## src/rtl/bfa_pkg.sv

```systemverilog
// Shared types, sizing constants and helper functions for the bitmap frame allocator.
// Used by bfa_out_buf and the core in rtl/; has no dependencies of its own.
`timescale 1ns / 1ps

package bfa_pkg;

    // Sizing of the frame space and the free map
    localparam int FRAMES          = 65536;
    localparam int RESERVED_FRAMES = 512;
    localparam int WORD_W          = 64;
    localparam int BIT_W           = 6;
    localparam int MAP_WORDS       = (FRAMES + WORD_W - 1) / WORD_W;
    localparam int MAP_AW          = (MAP_WORDS > 1) ? $clog2(MAP_WORDS) : 1;
    localparam int FNUM_W          = MAP_AW + BIT_W;
    localparam int HINT_W          = $clog2(FRAMES + 1);
    localparam int SCN_W           = MAP_AW + 1;

    // Field widths of the words on the ports
    localparam int ADDR_W      = 40;
    localparam int FRAME_SHIFT = 12;
    localparam int PFN_W       = ADDR_W - FRAME_SHIFT;
    localparam int FADDR_W     = 28;
    localparam int CNT_W       = 17;

    localparam logic [CNT_W-1:0] FREE_RESET =
        (RESERVED_FRAMES < FRAMES) ? CNT_W'(FRAMES - RESERVED_FRAMES) : '0;

    typedef enum logic
    {
        OP_ALLOC = 1'b0,
        OP_FREE  = 1'b1
    } op_t;

    typedef enum logic [1:0]
    {
        ST_ALLOC   = 2'd0,
        ST_OOM     = 2'd1,
        ST_FREED   = 2'd2,
        ST_IGNORED = 2'd3
    } status_t;

    typedef struct packed
    {
        op_t               op;
        logic [ADDR_W-1:0] phys_addr;
    } in_word_t;

    typedef struct packed
    {
        status_t            status;
        logic [FADDR_W-1:0] frame_addr;
        logic [CNT_W-1:0]   free_count;
    } out_word_t;

    // Reset contents of one map word: free for frames in [RESERVED_FRAMES, FRAMES)
    function automatic logic [WORD_W-1:0] init_word(input logic [MAP_AW-1:0] idx);
        logic [WORD_W-1:0] w;
        logic [FNUM_W-1:0] f;
        w = '0;
        for (int b = 0; b < WORD_W; b++)
        begin
            f    = {idx, BIT_W'(b)};
            w[b] = (int'(f) >= RESERVED_FRAMES) && (int'(f) < FRAMES);
        end
        return w;
    endfunction

    // Index of the lowest byte that holds a set bit
    function automatic logic [2:0] low_byte(input logic [WORD_W-1:0] w);
        logic [2:0] idx;
        idx = '0;
        for (int i = 7; i >= 0; i--)
        begin
            if (|w[i*8 +: 8])
            begin
                idx = 3'(i);
            end
        end
        return idx;
    endfunction

    // Index of the lowest set bit within one byte
    function automatic logic [2:0] low_bit8(input logic [7:0] v);
        logic [2:0] idx;
        idx = '0;
        for (int i = 7; i >= 0; i--)
        begin
            if (v[i])
            begin
                idx = 3'(i);
            end
        end
        return idx;
    endfunction

endpackage

```

## src/rtl/bfa_out_buf.sv

```systemverilog
// One-entry output register for result words; decouples the result side from the core.
// Depends on bfa_pkg for the result word type.
`timescale 1ns / 1ps

module bfa_out_buf (
    input  logic               clk,
    input  logic               rst_n,
    input  logic               load,
    input  bfa_pkg::out_word_t load_data,
    output logic               can_load,
    output logic               valid,
    input  logic               ready,
    output bfa_pkg::out_word_t data
);

    logic               valid_reg;
    logic               valid_next;
    bfa_pkg::out_word_t data_reg;

    // Take a new word when empty or when the held one leaves this cycle
    assign can_load   = !valid_reg || ready;
    assign valid_next = load ? 1'b1 : (ready ? 1'b0 : valid_reg);

    always_ff @(posedge clk or negedge rst_n)
    begin
        if (!rst_n)
        begin
            valid_reg <= 1'b0;
        end
        else
        begin
            valid_reg <= valid_next;
        end
    end

    always_ff @(posedge clk)
    begin
        if (load)
        begin
            data_reg <= load_data;
        end
    end

    assign valid = valid_reg;
    assign data  = data_reg;

endmodule

```

## config.mk

```make
export PLATFORM = sky130hd
export DESIGN_NAME = bfa_out_buf
export DESIGN_NICKNAME = d
export VERILOG_FILES = /design/src/rtl/bfa_pkg.sv /design/src/rtl/bfa_out_buf.sv
export SDC_FILE = /design/constraint.sdc
export NUM_CORES = 1
export LEC_CHECK = 0
export ABC_CLOCK_PERIOD_IN_PS = 840
export BUFFER_PORTS_ARGS = -buffer_cell sky130_fd_sc_hd__buf_2
export CAP_MARGIN = 20
export CORE_ASPECT_RATIO = 0.6
export CORE_MARGIN = 2
export CORE_UTILIZATION = 40
export DETAILED_ROUTE_END_ITERATION = 10
export PLACE_DENSITY_LB_ADDON = 0.2
export SLEW_MARGIN = 20
export SYNTH_ARGS = -nofsm -noshare
export SYNTH_HDL_FRONTEND = slang
export SYNTH_SLANG_ARGS = --single-unit
```

## constraint.sdc

```tcl
create_clock -name clk -period 0.84 [get_ports clk]
set_clock_uncertainty 0.15 [all_clocks]
set_input_delay 0 -clock clk [delete_from_list [all_inputs] [get_ports clk]]
set_output_delay 0 -clock clk [all_outputs]
set_load 0.005 [all_outputs]
```

# ---- Word level (Yosys, flattened, before mapping)
# Cells that the tools add are included.
dict set report word_totals {
  rom_bits 0
  mem_count 0
  regBits 48
  wordCells 9
  latch_bits 0
  in_bits 51
  mem_bits_rw 0
  out_inout_bits 49
}
dict set report classes {
  bitwise_logic 0
  mul 0
  n_reduce_logical 3
  n_addsub 0
  div_mod_pow 0
  n_mux 2
  magnitude_cmp 0
  n_eq_ne 0
  n_shift 0
}
# cell count
set ops {}
lappend ops {{$mux W1} 2}
lappend ops {{$reduce_bool A2 Y1} 1}
lappend ops {{$logic_not A1 Y1} 1}
lappend ops {{$logic_or A1 B1 Y1} 1}

# ---- Depth between registers and ports, before layout
# Gate-level depths: netlist of the first run.
dict set report depth {
  depth_word 2
  mapped_depth 2
}

# ---- Worst setup path before layout of the first run
# OpenSTA, ideal clock, no wires.
dict set report synth_path {
  kind {register -> register}
  startpoint {reg valid (netlist name)}
  endpoint {reg valid_reg, in the netlist valid}
  t_arrival_ns 0.525
  period_less_slack_ns 0.797
  setup_slack_ns 0.043
  path_stages_with_launch 3
  n_path_buf 0
  required_ns 0.569
  cell_sequence {dfrtp_1 > nand2b_4 > nand2b_2}
}
# element line_no
set synth_lines {}
lappend synth_lines {{to (signal assigned)} bfa_out_buf.sv:32} ;# valid_reg <= valid_next;
lappend synth_lines {{to (decl)} bfa_out_buf.sv:16} ;# logic valid_reg;

# ---- Worst setup path after layout of the first run
dict set report layout_path {
  startpoint {reg valid_reg, in the netlist valid}
  endpoint {out can_load}
}
dict set report layout_via {
  elab_chain_cells 2
}
# element line_no
set layout_lines {}
lappend layout_lines {{$logic_not A1 Y1} bfa_out_buf.sv:21} ;# assign can_load = !valid_reg || ready;
lappend layout_lines {{$logic_or A1 B1 Y1} bfa_out_buf.sv:21}
lappend layout_lines {{to (decl)} bfa_out_buf.sv:10} ;# output logic can_load,
# Every way passes these cells.

==> metrics.md, run 1 <==
| Metric | Value |
|---|---|
| Syn_nets | `101` |
| Slew @ Worst Pin | `about 0.14 ns` |
| Comb pwr share | `about an eighth` |
| Clock period minus worst slack | `1.019 ns` |
| HP Start | `load` |
| Final Worst Setup Slack | `-0.1787 ns` |
| Vias in the first global route | `1168` |
| Chip Height | `50.78 um` |
| Most frequent cells in the layout | `buf_2, dlygate4sd3_1, edfxtp_1, clkbuf_8` |
| Area Growth Syn to Fin | `80.87%` |
| FF+latch count, synth | `between 40 and 50` |
| Seq pwr share | `roughly three fifths` |
| R2R depth | `4` |
| Max-slew violations | `0` |
| RSZ-0062 raised after global routing | `yes` |
| Worst Setup Path Type | `reg2out` |
| DIE AREA | `approximately 0.0042 mm2` |
| CP max FO | `2` |
| Net switching power | `0.9215 mW` |
| Hold crit path type | `in2reg` |
| Layout cells sized above 1 | `between 50% and 60%` |
| HPWL after detailed placement | `a little over 2000 um` |
| Most common cell after layout, fill and taps aside | `buf_2` |
| Final period util | `121.3%` |
| Final Hold Vio Count | `0` |
| Antenna fix cells | `0` |
| CTS tree | `built` |
| Max-cap violations | `0` |
| Via Count | `1087` |
| Crit path DAT | `just under 0.9 ns` |
| Initial Utilization | `a little over two fifths` |
| Total wire length | `~3500 um` |
| Critical R2R Launch | `valid` |
| Worst r2r dst | `valid` |
| Clock net sink count | `48` |
| Seq/Total Area, Yosys | `between 90% and 100%` |
| CP Capture Type | `output pin` |
| R2r setup slk | `-0.15 ns` |
| Post-Syn Area per Cell | `slightly below 30 um2` |
| GRT Total Usage | `between 15 and 20%` |
| Run status | `complete, but fails checks` |
| Sw frac | `between 15 and 20%` |
| Row count | `16` |
| Vias/cell | `4.280` |
| Hold path depth | `2` |
| I/O Buffers | `approximately 100` |
| Max Fclk | `981.6 MHz` |
| Crit path launch | `valid` |
| Ports | `100` |
| Core area | `~0.0034 mm2` |
| Clk_lat worst skew | `approximately 0.29 ns` |
| DR WL/cell | `~14 um` |
| 1st-iter DRT viols | `36` |
| Final Setup Violations | `50` |
| Total Power | `between 4 and 5 mW` |
| DRT antenna net count | `0` |
| Synth unique cells | `4` |
| Lkg Pwr | `roughly 1.1 nW` |
| Netlist Area Pre-Place | `about 0.0015 mm2` |
| Worst EP required | `~0.69 ns` |
| Width of the chip | `between 80 and 90 um` |
| Startpoint Class | `flop` |
| Root Driver | `clkbuf_8` |
| DRC viols | `0` |
| Cells after Synth | `50` |
| CTS Buf Count | `5` |
| GRT overflow | `0` |
| Worst-path clk slew | `approximately 0.08 ns` |
| Htree depth | `2` |
| Clock power frac | `about 26%` |
| Maximum vdd drop | `about 1.3 mV` |
| Power per Cell Area | `1776 mW/mm2` |
| Largest net degree at the start of global routing | `29` |
| Pint | `between 3 and 4 mW` |
| Max reg flops | `between 40 and 50` |
| Final Wtd Congestion | `around 0.63` |
| CTS max path bufs | `2` |
| 1st-pass router iterations | `6` |
| Slew HR | `approximately nine tenths` |
| Endpoint of the worst hold path | `data[21]` |
| Number of antenna violations at the first check in global routing | `0` |
| Synth warnings | `0` |
| Final core occ | `~80%` |
| Failing checks | `negative setup slack` |
| First-pass GRT wire length | `around 5000 um` |
| Final nets | `between 200 and 300` |
synthesized netlist by cell type (all sizes together):
cell,n,area (um2)
edfxtp,47,1411
dfrtp,1,25.02
nand2b,2,22.52
worst max path at each step:
stage | depth (start not counted) | endpoint
floorplan | 2 | valid
global placement | 2 | data[33]
detailed placement | 2 | valid
CTS | 2 | can_load
global route | 2 | can_load
finish | 2 | can_load
critical path, cell delays in order (launching register included):
cell      delay [ns]
dfrtp_1         0.41
nand2b_4        0.08
buf_6           0.09
power groups by stage:
| stage | Clock, mW | Sequential, mW | Combinational [mW] |
|---|---|---|---|
| floorplan | 0 | 2.97 | 0.00984 |
| global placement | 0 | 2.92 | 0.388 |
| detailed placement | 0 | 2.93 | 0.399 |
| CTS | 1.24 | 2.88 | 0.583 |
| global route | 1.35 | 2.90 | 0.641 |
| finish | 1.22 | 2.88 | 0.590 |
repair_timing:
item,CTS,global route
buffers inserted,1,1
hold buffers,49,0
gates resized for setup,1,0
hold endpoints to repair,49,0
pin swaps,0,0
setup endpoints to repair,49,50
routing by layer:
metal  GRT usage (%)  wire length [um]  share of wire [%]
met2           33.60              1843                 53
met4           8.333                57                1.6
met5               0                 0                  0
met1           15.18              1199                 34
met3           7.554               392                 11
per-stage QoR:
stage	hold slack (ns)	cell area [um2]	setup slack (ns)	cells	setup TNS [ns]
2_1_floorplan	-0.4456	1459	0.04345	50	0
3_3_place_gp	-0.3756	2051	0.05068	196	0
3_5_place_dp	-0.3712	2051	0.03739	196	0
4_1_cts	-0.07202	2631	-0.1918	253	-5.455
5_1_grt	0.009313	2639	-0.2072	254	-7.039
6_report	0.003856	2639	-0.1787	254	-5.102
cell type report:
type / instances / area [um2]
multi-input combinational: 2 / 22.52
sequential: 48 / 1436
tap: 45 / 56.30
clock inverter: 2 / 7.507
clock buffer: 5 / 68.82
fill: 201 / 724.4
timing repair buffer: 152 / 1047
cells by family after synthesis:
group	synth area share (%)
flip-flops	98.46
AND/OR/NAND/NOR	1.544
No activity file was read; power rests on OpenSTA's default activity.
==> run 2: changes to the inputs <==
- ABC_AREA: unset -> 1
- ABC_CLOCK_PERIOD_IN_PS: 840 -> 1110
- PLACE_DENSITY_LB_ADDON: 0.2 -> 0.25
- clock period: 0.84 -> 1.11 ns (I/O delays scaled with it)
==> metrics.md, run 2 <==
| Metric | Value |
|---|---|
| Core area | `0.003363 mm2 (unchanged)` |
| Vias in the first global route | `1096 (-6.2%)` |
| Width of the chip | `81.90 um (about the same)` |
| Lkg Pwr | `1.133 nW (-1.0%)` |
| Synth top cells by count | `edfxtp_1, inv_1, nand2_2` |
| Run status | `complete, no violations` |
| Maximum vdd drop | `1.007 mV (-25%)` |
| Synth Area in Simple Gates | `0.8591% (-0.68 points)` |
| Post_cts resized | `0 (-1)` |
| Slew HR | `84.12% (-6.3 points)` |
| Final nets | `260 (unchanged)` |
| Worst Setup Path Type | `in2out` |
| Power per Cell Area | `1347 mW/mm2 (-24%)` |
| Post-Syn Area per Cell | `28.01 um2 (-4.0%)` |
| FF+latch count, synth | `48 (unchanged)` |
| Synth unique cells | `4 (unchanged)` |
| Vias/cell | `4.236 (-1.0%)` |
| Placed cells | `197 (+0.51%)` |
| Crit path DAT | `0.88 ns (about the same)` |
| Most common cell after layout, fill and taps aside | `buf_2` |
| Clk_lat worst skew | `0.28 ns (about the same)` |
| Total Power | `3.509 mW (-25%)` |
| Clock net sink count | `48 (unchanged)` |
| Setup Buffers After CTS | `0 (-1)` |
| Final Hold Vio Count | `0 (unchanged)` |
| Synth warnings | `0 (unchanged)` |
| I/O Buffers | `99 (unchanged)` |
| Synth Area in Compound Gates | `0% (unchanged)` |
| CTS tree | `built` |
| Synth async-reset ratio | `2.083% (unchanged)` |
| Max Fclk | `roughly 970 MHz` |
| Max-slew violations | `0 (unchanged)` |
| Multiplexer share of the synthesized area | `0% (unchanged)` |
| Largest family of logic cells by synthesized area | `simple AND/OR/NAND/NOR gates` |
| FF+latch area | `0.001436 mm2 (unchanged)` |
| Final Setup Violations | `0 (-100%)` |
| RSZ-0062 raised after global routing | `no` |
| CP Capture Type | `output pin` |
| Max reg flops | `47 (unchanged)` |
| Area Growth Syn to Fin | `78.87%` |
| Non-filler cells, final | `254 (unchanged)` |
| Synth area leader | `edfxtp_1` |
| Netlist Area Pre-Place | `0.001456 mm2 (-0.17%)` |
| DRC viols | `0 (unchanged)` |
| Total wire length | `3368 um (-3.6%)` |
| Final hold slack | `0.03355 ns (+0.02970 ns)` |
| Area share of the largest cell type after synthesis | `96.91% (+0.17 points)` |
| Max-cap violations | `0 (unchanged)` |
| Total negative slack | `0 ns (+5.102 ns)` |
| Most frequent cells in the layout | `buf_2, dlygate4sd3_1, edfxtp_1, clkbuf_8` |
| CP max FO | `2 (unchanged)` |
| Initial Utilization | `43.30% (-0.074 points)` |
| Htree depth | `2 (unchanged)` |
| DRT antenna net count | `0 (unchanged)` |
| Final period util | `roughly 93%` |
| 1st-pass router iterations | `2 (-4)` |
| Row count | `16 (unchanged)` |
| Antenna fix cells | `0 (unchanged)` |
| Most numerous cell in the Yosys netlist | `edfxtp_1` |
| GRT overflow | `0 (unchanged)` |
| Cells after Synth | `52 (+4.0%)` |
| Seq/Total Area, Yosys | `98.63% (+0.17 points)` |
| Largest net degree at the start of global routing | `49 (+69%)` |
| CTS Buf Count | `5 (unchanged)` |
| DIE AREA | `0.004156 mm2 (-0.16%)` |
| GRT Total Usage | `16.89% (-0.58 points)` |
| CTS max path bufs | `2 (unchanged)` |
| Post-synth EDFFs | `47 (unchanged)` |
| Worst-path clk slew | `0.07 ns (about the same)` |
| Worst EP required | `0.96 ns (+0.27 ns)` |
| Top cells by area, synth | `edfxtp_1, dfrtp_1, nand2_2` |
| Top_reg_cell synth | `edfxtp_1` |
| First-pass GRT wire length | `4878 um (-3.0%)` |
| Root Driver | `clkbuf_8` |
| Slew @ Worst Pin | `0.2382 ns (+0.09496 ns)` |
| Xor/xnor cell area share of the yosys netlist | `0% (unchanged)` |
| Hold crit path type | `in2reg` |
| Ports | `100 (unchanged)` |
| Chip Height | `50.74 um (about the same)` |
| 1st-iter DRT viols | `19 (-47%)` |
| Startpoint Class | `input port` |
| Via Count | `1076 (-1.0%)` |
| Final Wtd Congestion | `0.6167 (-1.5%)` |
| Filler Cell Count | `189 (-6.0%)` |
| DR WL/cell | `13.26 um (-3.6%)` |
| Number of antenna violations at the first check in global routing | `0 (unchanged)` |
| Synth Area in Adders | `0% (unchanged)` |
| Final core occ | `77.46% (-1.0 points)` |
| Layout cells sized above 1 | `51.20% (-1.4 points)` |
| Area of the multi-input gates | `12.51 um2 (-44%)` |
| Clock period minus worst slack | `about 1.0 ns` |
| Syn_nets | `103 (+2.0%)` |
[run 2: cell types whose count changed in the layout (fill, tap and decap cells not counted)]
cell | previous run | this run
buf_12 | 2 | 1
buf_2 | 98 | 99
buf_4 | 2 | 0
buf_6 | 1 | 0
dlygate4sd3_1 | 49 | 50
inv_1 | 0 | 2
nand2_2 | 0 | 2
nand2b_2 | 1 | 0
nand2b_4 | 1 | 0
[run 2: worst paths after layout]
check / startpoint / endpoint / slack, ns / depth (start not counted)
max: ready / can_load / 0.08 / 5
min: load / valid / 0.03 / 4
max reg2reg: valid / valid / 0.36 / 2
min reg2reg: valid / valid / 0.34 / 2
max in group asynchronous: rst_n / valid / 0.31 / 3
min in group asynchronous: rst_n / valid / 0.40 / 3
[run 2: what timing repair did]
action | in CTS | in global routing
hold buffers | 50 | 0
hold endpoints to repair | 49 | 0
endpoints found under the setup margin | 0 | 0
[run 2: cells by family (layout without fill, tap and decap cells)]
logic type / Yosys count / in the layout
AND/OR/NAND/NOR: 2 / 2
flip-flops: 48 / 48
buffers and inverters: 2 / 159
[run 2: worst max-delay path, stage by stage]
cell and delay (ns):
dlygate4sd3_1 0.54, buf_2 0.12, inv_1 0.05, nand2_2 0.05, buf_2 0.12
[run 2: report_power, final]
group	internal [mW]	leakage (nW)	switching [mW]
Clock	0.415	0.0391	0.485
Sequential	2.15	0.471	0.0341
Combinational	0.273	0.623	0.156
[run 2: layer usage]
metal | track usage (%) | vias up | part of all wire (%)
met5 | 0 | - | 0
met4 | 8.611 | 0 | 2.6
met3 | 8.094 | 12 | 13
met2 | 29.95 | 69 | 49
met1 | 16.18 | 479 | 35
li1 | - | 516 | -
[run 2: final cells by class]
| class | count | area share (%) |
|---|---|---|
| Sequential cell | 48 | 55.14 |
| Tap cell | 45 | 2.161 |
| Timing Repair Buffer | 150 | 39.00 |
| Multi-Input combinational cell | 2 | 0.4803 |
| Clock buffer | 5 | 2.642 |
| Clock inverter | 2 | 0.2882 |
| Inverter | 2 | 0.2882 |
[run 2: stage by stage]
stage	cell area, um2	setup slack [ns]
after floorplan	1456	0.3405
after global placement	2028	0.2843
after detailed placement	2028	0.2711
after CTS	2605	0.07876
after global routing	2605	0.04274
final	2605	0.08108
